<file path="src/rtl/assert_macros.svh">
// ---------------------------------------------------------------------------
// Assertion macros
// Short forms for clocked implication checks, disabled while reset is high.
// ---------------------------------------------------------------------------
`ifndef ASSERT_MACROS_SVH
`define ASSERT_MACROS_SVH

// Same-cycle implication
`define ASSERT_IMPL(label, clk, rst, ante, cons) \
  label: assert property (@(posedge clk) disable iff (rst) (ante) |-> (cons)) \
    else $error("assertion failed");

// Next-cycle implication
`define ASSERT_NEXT(label, clk, rst, ante, cons) \
  label: assert property (@(posedge clk) disable iff (rst) (ante) |=> (cons)) \
    else $error("assertion failed");

`endif

</file>
<file path="src/rtl/obar_pkg.sv">
// ---------------------------------------------------------------------------
// OHLC bar aggregator package
// Field widths, item types and shared constants.
// ---------------------------------------------------------------------------
`default_nettype none

package obar_pkg;

  localparam int DAY_W   = 20;
  localparam int TIME_W  = 27;
  localparam int PRICE_W = 32;
  localparam int VIN_W   = 32;
  localparam int VOL_W   = 48;
  localparam int IDX_W   = 32;

  // One day in milliseconds, and the reset bar length
  localparam logic [TIME_W-1:0] DAY_MS       = 27'd86400000;
  localparam logic [TIME_W-1:0] PERIOD_RESET = 27'd60000;

  localparam int QUEUE_DEPTH_DEFAULT = 2;

  typedef struct packed {
    logic [DAY_W-1:0]   day_number;
    logic [TIME_W-1:0]  time_of_day_ms;
    logic [PRICE_W-1:0] open_price;
    logic [PRICE_W-1:0] high_price;
    logic [PRICE_W-1:0] low_price;
    logic [PRICE_W-1:0] close_price;
    logic [VIN_W-1:0]   trade_volume;
  } in_item_t;

  typedef struct packed {
    logic [IDX_W-1:0]   bar_index;
    logic [DAY_W-1:0]   bar_day;
    logic [TIME_W-1:0]  bar_start_ms;
    logic [PRICE_W-1:0] bar_open;
    logic [PRICE_W-1:0] bar_high;
    logic [PRICE_W-1:0] bar_low;
    logic [PRICE_W-1:0] bar_close;
    logic [VOL_W-1:0]   bar_volume;
    logic               started_new;
  } out_item_t;

  // Queue entry: the item plus its aligned period start
  typedef struct packed {
    in_item_t          item;
    logic [TIME_W-1:0] start_ms;
  } q_item_t;

  typedef struct packed {
    logic full;
    logic empty;
  } q_status_t;

endpackage

`default_nettype wire

</file>
<file path="src/rtl/obar_front.sv">
// ---------------------------------------------------------------------------
// OHLC bar front end
// Accepts an item and finds the aligned period start with a bit-serial
// remainder unit, then pushes item and start into the queue.
// ---------------------------------------------------------------------------
`default_nettype none

module obar_front
  import obar_pkg::*;
(
  input  wire logic              clk,
  input  wire logic              rst,
  input  wire logic              in_valid,
  output logic                   in_ready,
  input  wire in_item_t          in_data,
  input  wire logic [TIME_W-1:0] period,
  input  wire logic              q_full,
  output logic                   push,
  output q_item_t                push_data
);

  localparam int CNT_W = $clog2(TIME_W);
  localparam logic [CNT_W-1:0] CNT_LAST = CNT_W'(TIME_W - 1);

  typedef enum logic [2:0] {
    F_IDLE = 3'b001,
    F_DIV  = 3'b010,
    F_PUSH = 3'b100
  } front_state_t;

  front_state_t      state;
  in_item_t          item;
  logic [TIME_W-1:0] dividend;
  logic [TIME_W-1:0] rem;
  logic [CNT_W-1:0]  cnt;

  logic [TIME_W:0]   trial;
  logic              trial_ge;
  logic [TIME_W-1:0] rem_next;

  // One restoring step: shift in the next dividend bit, subtract if it fits
  always_comb begin
    trial    = {rem, dividend[TIME_W-1]};
    trial_ge = (trial >= {1'b0, period});
    rem_next = trial_ge ? TIME_W'(trial - {1'b0, period}) : trial[TIME_W-1:0];
  end

  // Advance the sequencer
  always_ff @(posedge clk) begin
    if (rst) begin
      state <= F_IDLE;
    end else begin
      unique case (state)
        F_IDLE: begin
          if (in_valid) state <= F_DIV;
        end
        F_DIV: begin
          if (cnt == CNT_LAST) state <= F_PUSH;
        end
        F_PUSH: begin
          if (!q_full) state <= F_IDLE;
        end
        default: state <= F_IDLE;
      endcase
    end
  end

  // Hold the item and run the remainder datapath
  always_ff @(posedge clk) begin
    if (state == F_IDLE) begin
      item     <= in_data;
      dividend <= in_data.time_of_day_ms;
      rem      <= '0;
      cnt      <= '0;
    end else if (state == F_DIV) begin
      rem      <= rem_next;
      dividend <= {dividend[TIME_W-2:0], 1'b0};
      cnt      <= cnt + 1'b1;
    end
  end

  assign in_ready = (state == F_IDLE) && !rst;
  assign push     = (state == F_PUSH) && !q_full;

  // Period start is the time with its remainder dropped
  always_comb begin
    push_data.item     = item;
    push_data.start_ms = item.time_of_day_ms - rem;
  end

endmodule

`default_nettype wire

</file>
<file path="src/rtl/obar_queue.sv">
// ---------------------------------------------------------------------------
// OHLC bar queue
// Short FIFO between front end and merge stage.
// ---------------------------------------------------------------------------
`default_nettype none

module obar_queue
  import obar_pkg::*;
#(
  parameter int DEPTH = QUEUE_DEPTH_DEFAULT
)
(
  input  wire logic    clk,
  input  wire logic    rst,
  input  wire logic    push,
  input  wire q_item_t push_data,
  input  wire logic    pop,
  output q_item_t      pop_data,
  output q_status_t    status
);

  localparam int PTR_W = $clog2(DEPTH);
  localparam int CNT_W = $clog2(DEPTH + 1);
  localparam logic [PTR_W-1:0] PTR_LAST = PTR_W'(DEPTH - 1);
  localparam logic [CNT_W-1:0] CNT_FULL = CNT_W'(DEPTH);

  q_item_t          entries [DEPTH];
  logic [PTR_W-1:0] wr_ptr;
  logic [PTR_W-1:0] rd_ptr;
  logic [CNT_W-1:0] count;

  // Write the entry at the tail
  always_ff @(posedge clk) begin
    if (push) entries[wr_ptr] <= push_data;
  end

  // Advance pointers and count
  always_ff @(posedge clk) begin
    if (rst) begin
      wr_ptr <= '0;
      rd_ptr <= '0;
      count  <= '0;
    end else begin
      if (push) wr_ptr <= (wr_ptr == PTR_LAST) ? '0 : wr_ptr + 1'b1;
      if (pop)  rd_ptr <= (rd_ptr == PTR_LAST) ? '0 : rd_ptr + 1'b1;
      if (push && !pop)      count <= count + 1'b1;
      else if (pop && !push) count <= count - 1'b1;
    end
  end

  assign pop_data     = entries[rd_ptr];
  assign status.full  = (count == CNT_FULL);
  assign status.empty = (count == '0);

endmodule

`default_nettype wire

</file>
<file path="src/rtl/obar_back.sv">
// ---------------------------------------------------------------------------
// OHLC bar merge stage
// Tests whether an item falls in the current bar, merges or opens a bar,
// and registers the result for the output channel.
// ---------------------------------------------------------------------------
`default_nettype none

module obar_back
  import obar_pkg::*;
(
  input  wire logic              clk,
  input  wire logic              rst,
  input  wire logic [TIME_W-1:0] period,
  input  wire logic              q_empty,
  output logic                   pop,
  input  wire q_item_t           pop_data,
  output logic                   out_valid,
  input  wire logic              out_ready,
  output out_item_t              out_data
);

  localparam int DIFF_W = DAY_W + 1;
  localparam int BASE_W = TIME_W + 2;
  localparam int REL_W  = TIME_W + 5;

  localparam logic [DIFF_W-1:0] DIFF_SAME  = '0;
  localparam logic [DIFF_W-1:0] DIFF_NEXT  = DIFF_W'(1);
  localparam logic [DIFF_W-1:0] DIFF_NEXT2 = DIFF_W'(2);
  localparam logic [DIFF_W-1:0] DIFF_PREV  = '1;

  localparam logic [REL_W-1:0] OFS_DAY  = REL_W'(DAY_MS);
  localparam logic [REL_W-1:0] OFS_DAY2 = REL_W'({DAY_MS, 1'b0});

  // Current bar
  logic               present;
  logic [IDX_W-1:0]   cur_index;
  logic [DAY_W-1:0]   cur_day;
  logic [TIME_W-1:0]  cur_start;
  logic [PRICE_W-1:0] cur_open;
  logic [PRICE_W-1:0] cur_high;
  logic [PRICE_W-1:0] cur_low;
  logic [PRICE_W-1:0] cur_close;
  logic [VOL_W-1:0]   cur_volume;

  in_item_t           it;
  logic [DIFF_W-1:0]  day_diff;
  logic [BASE_W-1:0]  base;
  logic [REL_W-1:0]   offset;
  logic               day_ok;
  logic [REL_W-1:0]   rel;
  logic               in_bar;
  logic [VOL_W:0]     vol_sum;
  out_item_t          result;

  assign pop = !q_empty && (!out_valid || out_ready);
  assign it  = pop_data.item;

  // Containment: only day distances of -1..2 can land in_bar a period
  always_comb begin
    day_diff = {1'b0, it.day_number} - {1'b0, cur_day};
    base     = {2'b00, it.time_of_day_ms} - {2'b00, cur_start};
    offset   = '0;
    day_ok   = 1'b1;
    unique case (day_diff)
      DIFF_SAME:  offset = '0;
      DIFF_NEXT:  offset = OFS_DAY;
      DIFF_NEXT2: offset = OFS_DAY2;
      DIFF_PREV:  offset = -OFS_DAY;
      default:    day_ok = 1'b0;
    endcase
    rel    = {{(REL_W - BASE_W){base[BASE_W-1]}}, base} + offset;
    in_bar = present && day_ok && !rel[REL_W-1]
             && (rel[REL_W-2:0] < (REL_W-1)'(period));
  end

  // Merge into the current bar or open a new one
  always_comb begin
    vol_sum = {1'b0, cur_volume} + (VOL_W+1)'(it.trade_volume);
    if (in_bar) begin
      result.bar_index    = cur_index;
      result.bar_day      = cur_day;
      result.bar_start_ms = cur_start;
      result.bar_open     = cur_open;
      result.bar_high     = (it.high_price > cur_high) ? it.high_price : cur_high;
      result.bar_low      = (it.low_price < cur_low) ? it.low_price : cur_low;
      result.bar_close    = it.close_price;
      result.bar_volume   = vol_sum[VOL_W] ? '1 : vol_sum[VOL_W-1:0];
      result.started_new  = 1'b0;
    end else begin
      result.bar_index    = present ? cur_index + 1'b1 : '0;
      result.bar_day      = it.day_number;
      result.bar_start_ms = pop_data.start_ms;
      result.bar_open     = it.open_price;
      result.bar_high     = it.high_price;
      result.bar_low      = it.low_price;
      result.bar_close    = it.close_price;
      result.bar_volume   = VOL_W'(it.trade_volume);
      result.started_new  = 1'b1;
    end
  end

  // Control: bar presence and output valid
  always_ff @(posedge clk) begin
    if (rst) begin
      present   <= 1'b0;
      out_valid <= 1'b0;
    end else begin
      if (pop) begin
        present   <= 1'b1;
        out_valid <= 1'b1;
      end else if (out_ready) begin
        out_valid <= 1'b0;
      end
    end
  end

  // Update bar state and the output register
  always_ff @(posedge clk) begin
    if (pop) begin
      cur_index  <= result.bar_index;
      cur_day    <= result.bar_day;
      cur_start  <= result.bar_start_ms;
      cur_open   <= result.bar_open;
      cur_high   <= result.bar_high;
      cur_low    <= result.bar_low;
      cur_close  <= result.bar_close;
      cur_volume <= result.bar_volume;
      out_data   <= result;
    end
  end

endmodule

`default_nettype wire

</file>
<file path="src/rtl/ohlc_bar_aggregator.sv">
// OHLC bar aggregator: merges atomic OHLCV bars into midnight-aligned bars.
// The front end takes one item at a time: it accepts, runs its 27-step
// bit-serial remainder unit, then pushes, and waits while the queue is full.
// Path of an item: accept, remainder steps, push into the queue, merge and
// register in the output stage. Synchronous rst clears all control state, sets
// the bar length back to 60000 ms and forgets the current bar.
// ---------------------------------------------------------------------------
// OHLC bar aggregator top level
// Period register, front end, queue and merge stage.
// ---------------------------------------------------------------------------
`default_nettype none
`include "assert_macros.svh"

module ohlc_bar_aggregator
  import obar_pkg::*;
#(
  parameter int QUEUE_DEPTH = QUEUE_DEPTH_DEFAULT
)
(
  input  wire logic              clk,
  input  wire logic              rst,
  input  wire logic              in_valid,
  output logic                   in_ready,
  input  wire in_item_t          in_data,
  output logic                   out_valid,
  input  wire logic              out_ready,
  output out_item_t              out_data,
  input  wire logic              cfg_we,
  input  wire logic [TIME_W-1:0] cfg_data
);

  logic [TIME_W-1:0] period;
  logic [TIME_W-1:0] period_next;
  logic              q_push;
  q_item_t           q_push_data;
  logic              q_pop;
  q_item_t           q_pop_data;
  q_status_t         q_stat;

  // Clamp the bar length to one millisecond up to one day
  always_comb begin
    priority if (cfg_data == '0) period_next = TIME_W'(1);
    else if (cfg_data > DAY_MS)  period_next = DAY_MS;
    else                         period_next = cfg_data;
  end

  always_ff @(posedge clk) begin
    if (rst) begin
      period <= PERIOD_RESET;
    end else if (cfg_we) begin
      period <= period_next;
    end
  end

  obar_front u_front (
    .clk       (clk),
    .rst       (rst),
    .in_valid  (in_valid),
    .in_ready  (in_ready),
    .in_data   (in_data),
    .period    (period),
    .q_full    (q_stat.full),
    .push      (q_push),
    .push_data (q_push_data)
  );

  obar_queue #(
    .DEPTH (QUEUE_DEPTH)
  ) u_queue (
    .clk       (clk),
    .rst       (rst),
    .push      (q_push),
    .push_data (q_push_data),
    .pop       (q_pop),
    .pop_data  (q_pop_data),
    .status    (q_stat)
  );

  obar_back u_back (
    .clk       (clk),
    .rst       (rst),
    .period    (period),
    .q_empty   (q_stat.empty),
    .pop       (q_pop),
    .pop_data  (q_pop_data),
    .out_valid (out_valid),
    .out_ready (out_ready),
    .out_data  (out_data)
  );

  // Queue never overflows or underflows; front end is busy after an accept
  `ASSERT_IMPL(a_push_room, clk, rst, q_push, !q_stat.full)
  `ASSERT_IMPL(a_pop_data, clk, rst, q_pop, !q_stat.empty)
  `ASSERT_NEXT(a_front_busy, clk, rst, in_valid && in_ready, !in_ready)

endmodule

`default_nettype wire

</file>
<file path="config.mk">
export PLATFORM = sky130hd
export DESIGN_NAME = ohlc_bar_aggregator
export DESIGN_NICKNAME = d
export VERILOG_FILES = /design/src/rtl/obar_pkg.sv /design/src/rtl/obar_front.sv /design/src/rtl/obar_queue.sv /design/src/rtl/obar_back.sv /design/src/rtl/ohlc_bar_aggregator.sv
export VERILOG_INCLUDE_DIRS = /design/src /design/src/rtl
export SDC_FILE = /design/constraint.sdc
export NUM_CORES = 1
export LEC_CHECK = 0
export BUFFER_PORTS_ARGS = -buffer_cell sky130_fd_sc_hd__buf_2
export CORE_MARGIN = 5
export CORE_UTILIZATION = 28
export DETAILED_ROUTE_END_ITERATION = 10
export PLACE_DENSITY = 0.47
export SYNTH_ARGS = -nofsm -noshare
export SYNTH_HDL_FRONTEND = slang
export SYNTH_SLANG_ARGS = --single-unit
</file>
<file path="constraint.sdc">
create_clock -name clk -period 16.5 [get_ports clk]
set_clock_uncertainty 0.2 [all_clocks]
set_input_delay 1.65 -clock clk [delete_from_list [all_inputs] [get_ports clk]]
set_output_delay 1.65 -clock clk [all_outputs]
set_load 0.05 [all_outputs]
</file>
==> results of run 1 <==
[where the power goes]
| part | switching [uW] | internal (uW) | leakage [uW] |
|---|---|---|---|
| logic | 166 | 81.6 | 0.00961 |
| clock network | 1110 | 1510 | 0.00183 |
| registers | 44.7 | 2970 | 0.00953 |
[registers in the layout, summed over array words and instances, names as in the netlist, named ones only]
signal             count
u_back.cur_high       32
u_back.cur_index      32
period                27
u_front.dividend      27
u_front.cnt            5
u_front.state          3
u_queue.rd_ptr         1
u_back.cur_start      27
u_back.cur_volume     48
u_queue.entries      468
u_front.rem           27
u_queue.wr_ptr         1
u_queue.count          2
u_back.cur_low        32
u_back.present         1
u_back.cur_open       32
u_back.out_valid       1
u_back.cur_day        20
u_front.push_data    207
u_back.out_data       33
[stage by stage]
stage / hold slack (ns) / area, um^2 / setup slack, ns
CTS: 0.230 / 55400 / 5.03
finish: 0.233 / 55400 / 5.29
global placement: 0.222 / 51500 / 5.28
detailed placement: 0.230 / 51500 / 5.06
global route: 0.236 / 55400 / 4.33
floorplan: 0.221 / 46300 / 3.98
[kinds of logic after synthesis]
kind of cell,count (synthesis),synth area share [%]
xor+xnor,151,2.86
simple gates,690,7.15
buf+inv,294,2.44
compound gates,575,8.26
mux,295,7.24
flops,1027,65.2
fa+ha+maj,250,6.86
[cell type report]
cell class / count / area, um^2
inverter: 223 / 847
sequential: 1027 / 30200
clock buffer: 139 / 3040
multi-input combinational: 1961 / 15000
tap: 2189 / 2740
antenna: 6 / 15.0
clock inverter: 75 / 826
timing repair buffer: 527 / 2730
fill: 16187 / 109000
[worst max-delay path by stage]
stage               from             endpoint  slack (ns)  depth (start not counted)
floorplan           flop    u_back.cur_day[0]        3.98                         37
global placement    flop  u_back.cur_open[23]        5.28                         36
detailed placement  flop  u_back.cur_open[26]        5.06                         34
CTS                 flop  u_back.cur_open[16]        5.03                         33
global route        flop  u_back.cur_open[29]        4.33                         36
finish              flop  u_back.cur_open[29]        5.29                         33
[cell usage in the layout (no fill, tap or decap), types with 83 or more instances in the layout]
| cell | Yosys | final |
|---|---|---|
| sky130_fd_sc_hd__a21o_1 | 83 | 83 |
| sky130_fd_sc_hd__a21oi_1 | 145 | 143 |
| sky130_fd_sc_hd__buf_2 | 0 | 496 |
| sky130_fd_sc_hd__clkbuf_16 | 0 | 118 |
| sky130_fd_sc_hd__edfxtp_1 | 958 | 958 |
| sky130_fd_sc_hd__ha_1 | 244 | 244 |
| sky130_fd_sc_hd__inv_1 | 220 | 219 |
| sky130_fd_sc_hd__mux2_2 | 233 | 233 |
| sky130_fd_sc_hd__nand2_1 | 198 | 198 |
| sky130_fd_sc_hd__nor2_1 | 192 | 191 |
| sky130_fd_sc_hd__o21ai_0 | 96 | 95 |
| sky130_fd_sc_hd__xnor2_1 | 94 | 94 |
[layer usage]
metal	wire [um]	track usage (%)	vias to the layer above
li1	-	-	13550
met4	3950	4.15	6
met3	4560	2.49	228
met2	65300	25.5	537
met1	54200	17.6	13777
met5	37	0	-
[worst max-delay path: cells and delay by family (launching register included)]
family	cells	cell delay, ns
buffers and inverters	5	2.81
flip-flops	1	0.73
AND/OR/NAND/NOR	10	2.07
AO/OA/AOI/OAI	11	2.82
XOR/XNOR	2	0.33
multiplexers	1	0.43
adder cells (fa/ha/maj)	4	1.28
==> flow_metrics.env, run 1 <==
export IMPL_min_path_cells=0
export IMPL_fraction_of_final_layout_cells_with_drive_strength_greater_than_1_pct=25.2
export IMPL_cell_taking_the_most_area_after_synthesis="sky130_fd_sc_hd__edfxtp_1"
export IMPL_synth_seq_cells=1027
export IMPL_status="finished, final reports clean"
export IMPL_final_max_slew_violation_count=0
export IMPL_tritoncts="built"
export IMPL_critical_path_arrival_ns=11.36
export IMPL_cts_htree_levels=3
export IMPL_worst_ir_drop_vdd_uv=92.6
export IMPL_crit_path_start_kind="flop"
export IMPL_final_cell_count_without_fillers=6147
export IMPL_final_hold_viol_count=0
export IMPL_post_synth_most_frequent_cells="958 x sky130_fd_sc_hd__edfxtp_1, 244 x sky130_fd_sc_hd__ha_1, 233 x sky130_fd_sc_hd__mux2_2"
export IMPL_place_detailed_instances=5927
export IMPL_power_uw=5890
export IMPL_post_synth_top_count_cell="sky130_fd_sc_hd__edfxtp_1"
export IMPL_timing_max_cap_violations=0
export IMPL_cts_buffers_inserted=118
export IMPL_synth_cell_area_um2=46300
export IMPL_drt_wl_total_um=128000
export IMPL_antenna_left=0
export IMPL_clk_path_buf_depth=3
export IMPL_detail_route_drc_violations=0
export IMPL_worst_r2r_endpoint="u_back.cur_open[29]"
export IMPL_first_global_vias=28240
export IMPL_drt_pass1_iter_count=5
export IMPL_final_period_util_pct=67.9
export IMPL_synth_cell_types=82
export IMPL_port_buffers=496
export IMPL_synthesis_area_per_instance_um2=14.1
export IMPL_dpl_hpwl_um=90700
export IMPL_antenna_found_initial=35
export IMPL_die_w_um=416
export IMPL_synthFlopType="sky130_fd_sc_hd__edfxtp_1"
export IMPL_grt_first_pass_wirelength_um=187000
export IMPL_critical_path_max_fanout=65
export IMPL_share_of_the_synthesized_area_in_the_top_cell_type_pct=62.2
export IMPL_globalRoute_totalOverflow=0
export IMPL_clkTransAtPathRegs_ns=0.06
export IMPL_netlist_top_cells_area="sky130_fd_sc_hd__edfxtp_1 62%, sky130_fd_sc_hd__ha_1 6.6%, sky130_fd_sc_hd__mux2_2 5.7%"
export IMPL_setup_tns_final_ns=0
export IMPL_nets=4347
export IMPL_crit_path_end_kind="flop"
export IMPL_timing_hold_worst_class="reg -> reg"
export IMPL_floorplan_rows=149
export IMPL_post_route_min_period_ns=11.21
export IMPL_drt_iter0_drc=1527
export IMPL_top_level_ports=497
export IMPL_clk_insertion_delay_late_ns=0.74
export IMPL_number_of_vias_after_detailed_routing=28098
export IMPL_p_leak_uw=0.0210
export IMPL_place_congestion=0.824
export IMPL_ctsResizeCount=0
export IMPL_post_synth_inst_count=3282
export IMPL_synth_enable_flop_cells=958
export IMPL_max_slew_worst_pin_slew_ns=1.24
export IMPL_yosysWarnings=0
export IMPL_coreArea_um2=165000
export IMPL_cp_common_cell="sky130_fd_sc_hd__buf_4"
export IMPL_post_drt_via_cell_ratio=4.57
export IMPL_starting_utilization_of_the_core_area_pct=28.1
export IMPL_max_clock_freq_ghz=0.0892
export IMPL_cts_post_setup_buffers_inserted=0
export IMPL_timing_critical_path_slowest_cell_delay_ns=0.85
export IMPL_synth_async_sr_flop_share_pct=0
export IMPL_grt_setup_unrepaired="false"
export IMPL_design_die_area_um2=173000
export IMPL_timing_setup_critical_path_class="reg -> reg"
export IMPL_grt_max_degree=145
export IMPL_syn_to_layout_area_delta_pct=19.8
export IMPL_wire_per_inst_um=20.8
export IMPL_reg2regPathDepth=33
export IMPL_cts_root_buf="sky130_fd_sc_hd__clkbuf_16"
export IMPL_grt_use_total_pct=14.3
export IMPL_final_setup_viol_count=0
export IMPL_critPathSlowestCell="sky130_fd_sc_hd__buf_4"
export IMPL_cts_sinks=1027
export IMPL_worst_ep_required_ns=16.65
export IMPL_synth_seq_area_share_pct=65.2
export IMPL_timing_hold_worst_start="u_front.push_data[122]"
export IMPL_setup_reg_to_reg_worst_slack_ns=5.29
export IMPL_die_y_um=416
export IMPL_finalCoreUtilization_pct=33.7
export IMPL_cts_hold_repair_buffers=0
export IMPL_syn_num_nets=3771
export IMPL_power_density_nw_per_um2=106
export IMPL_hold_path_endpoint="u_queue.entries[0][122]"
export IMPL_slew_headroom_pct=17.1
No activity file was read; power rests on OpenSTA's default activity.
==> run 2: changes to the inputs <==
Settings changed: ABC_AREA set to 1, PLACE_DENSITY 0.47 to 0.48.
Clock period 16.5 ns to 9.46 ns, I/O delays scaled along.
==> run 2 against run 1 <==
  * Critical path depth stayed put
  * Fmax is 48% higher
  * Register-to-register slack worse by 3.4 ns
  * Critical endpoint is now u_back.cur_start[22]
==> flow_metrics.env, run 2 <==
export IMPL_post_route_min_period_ns=7.59
export IMPL_critPathSlowestCell="sky130_fd_sc_hd__dfxtp_4"
export IMPL_detail_route_drc_violations=0
export IMPL_synth_seq_area_share_pct=63.0
export IMPL_cts_root_buf="sky130_fd_sc_hd__clkbuf_16"
export IMPL_cp_common_cell="sky130_fd_sc_hd__nand2_1"
export IMPL_design_die_area_um2=179000
export IMPL_syn_to_layout_area_delta_pct=18.7
export IMPL_power_density_nw_per_um2=350
export IMPL_synthFlopType="sky130_fd_sc_hd__edfxtp_1"
export IMPL_clk_insertion_delay_late_ns=0.75
export IMPL_antenna_found_initial=53
export IMPL_post_synth_most_frequent_cells="958 x sky130_fd_sc_hd__edfxtp_1, 732 x sky130_fd_sc_hd__nand2_1, 454 x sky130_fd_sc_hd__inv_1"
export IMPL_grt_setup_unrepaired="false"
export IMPL_crit_path_end_kind="flop"
export IMPL_synth_cell_types=54
export IMPL_first_global_vias=32005
export IMPL_netlist_top_cells_area="sky130_fd_sc_hd__edfxtp_1 60%, sky130_fd_sc_hd__ha_1 6.4%, sky130_fd_sc_hd__nand2_1 5.7%"
export IMPL_p_leak_uw=0.0224
export IMPL_cts_sinks=1027
export IMPL_cts_hold_repair_buffers=0
export IMPL_max_slew_worst_pin_slew_ns=1.29
export IMPL_final_cell_count_without_fillers=6981
export IMPL_final_max_slew_violation_count=0
export IMPL_coreArea_um2=170000
export IMPL_synth_cell_area_um2=47900
export IMPL_fraction_of_final_layout_cells_with_drive_strength_greater_than_1_pct=20.3
export IMPL_post_drt_via_cell_ratio=4.58
export IMPL_die_w_um=424
export IMPL_cts_post_setup_buffers_inserted=0
export IMPL_timing_critical_path_slowest_cell_delay_ns=0.77
export IMPL_cts_htree_levels=3
export IMPL_ctsResizeCount=0
export IMPL_final_hold_viol_count=0
export IMPL_top_level_ports=497
export IMPL_critical_path_max_fanout=52
export IMPL_grt_max_degree=135
export IMPL_grt_first_pass_wirelength_um=206000
export IMPL_max_clock_freq_ghz=0.132
export IMPL_place_detailed_instances=6753
export IMPL_die_y_um=424
export IMPL_setup_tns_final_ns=0
export IMPL_crit_path_start_kind="flop"
export IMPL_layout_commonest_cell="sky130_fd_sc_hd__edfxtp_1"
export IMPL_slew_headroom_pct=13.9
export IMPL_worst_ir_drop_vdd_uv=175
export IMPL_grt_use_total_pct=15.2
export IMPL_reg2regPathDepth=33
export IMPL_cts_buffers_inserted=115
export IMPL_worst_ep_required_ns=9.66
export IMPL_timing_hold_worst_class="in -> reg"
export IMPL_final_period_util_pct=80.2
export IMPL_synth_enable_flop_cells=958
export IMPL_tritoncts="built"
export IMPL_clkTransAtPathRegs_ns=0.06
export IMPL_share_of_the_synthesized_area_in_the_top_cell_type_pct=60.1
export IMPL_drt_iter0_drc=1924
export IMPL_registers_top_by_ff_count="u_queue.entries"
export IMPL_antenna_left=0
export IMPL_floorplan_rows=151
export IMPL_drt_pass1_iter_count=5
export IMPL_cell_taking_the_most_area_after_synthesis="sky130_fd_sc_hd__edfxtp_1"
export IMPL_most_common_layout_cells="958 x sky130_fd_sc_hd__edfxtp_1, 731 x sky130_fd_sc_hd__nand2_1, 496 x sky130_fd_sc_hd__buf_2"
export IMPL_min_path_cells=1
export IMPL_place_congestion=0.866
export IMPL_post_synth_inst_count=4081
export IMPL_final_setup_viol_count=0
export IMPL_critical_path_arrival_ns=7.79
export IMPL_largest_register_ff_count=468
export IMPL_wire_per_inst_um=20.0
export IMPL_synth_seq_cells=1027
export IMPL_synthesis_area_per_instance_um2=11.7
export IMPL_synth_async_sr_flop_share_pct=0
export IMPL_timing_setup_critical_path_class="reg -> reg"
export IMPL_globalRoute_totalOverflow=0
export IMPL_status="finished, final reports clean"
export IMPL_port_buffers=496
export IMPL_yosysWarnings=0
export IMPL_number_of_vias_after_detailed_routing=32004
export IMPL_timing_max_cap_violations=0
export IMPL_starting_utilization_of_the_core_area_pct=28.2
export IMPL_nets=5141
export IMPL_dpl_hpwl_um=103000
export IMPL_post_synth_top_count_cell="sky130_fd_sc_hd__edfxtp_1"
export IMPL_clk_path_buf_depth=3
export IMPL_syn_num_nets=4570
export IMPL_drt_wl_total_um=139000
==> run 2: cell types whose count changed after synthesis, sizes merged, moves of 30 or more <==
cell / change
a21o: -69
a21oi: +153
inv: +235
mux2: -30
mux2i: -36
nand2: +539
nand3: +130
nor2: +84
o21ai: +84
xnor2: -47
==> run 2: cell type report <==
type	instances	area [um^2]
Multi-Input combinational cell	2523	15700
Fill cell	17157	113000
Antenna cell	15	37.5
Tap cell	2218	2780
Timing Repair Buffer	528	2770
Inverter	457	1720
Clock inverter	64	581
Clock buffer	149	3070
Sequential cell	1027	30200
==> run 2: logic make-up after synthesis <==
group	synth area share, %
DFF	63.0
adders and majority gates	6.63
buffers and inverters	4.32
muxes	5.38
AOI/OAI and AO/OA	6.71
and+or+nand+nor	11.8
xor gates and xnor gates	2.20
==> run 2: worst paths after layout <==
path | slack [ns] | to | startpoint
worst max-delay path | 1.87 | u_back.cur_start[22] | flop
worst min-delay path | 0.17 | u_front.push_data[63] | in_data[36]
worst max register to register | 1.87 | u_back.cur_start[22] | flop
worst min register to register | 0.23 | u_queue.entries[0][131] | u_front.push_data[131]
==> run 2: per-layer routing <==
metal,wire length (um),vias to the layer above,track usage [%]
li1,-,15562,-
met1,60000,15520,19.0
met2,69000,695,26.4
met3,5820,223,2.44
met4,4580,4,5.65
met5,27,-,0
==> run 2: worst max-delay path, delay by kind of cell (launching register included) <==
family          cells  cell delay (ns)
mux                 1             0.43
flops               1             0.77
simple gates       19             2.34
compound gates      4             0.94
xor+xnor            1             0.11
buf+inv             4             1.05
fa+ha+maj           4             1.38
==> run 2: per-stage QoR <==
stage	setup WS (ns)	hold slack (ns)	instance area (um^2)	total power, uW	utilization [%]
final	1.87	0.167	56800	19900	33.5
after global routing	1.25	0.0931	56800	21200	33.5
after CTS	1.71	0.0631	56800	20200	33.5
after detailed placement	1.75	0.229	53100	15800	31.3
after global placement	1.81	0.222	53100	15800	31.3
after floorplan	1.90	0.221	47900	13100	-
==> run 2: power by group <==
part,internal (uW),switching (uW)
Sequential,6330,592
Combinational,2350,6300
Clock,2460,1860
Total,11100,8760
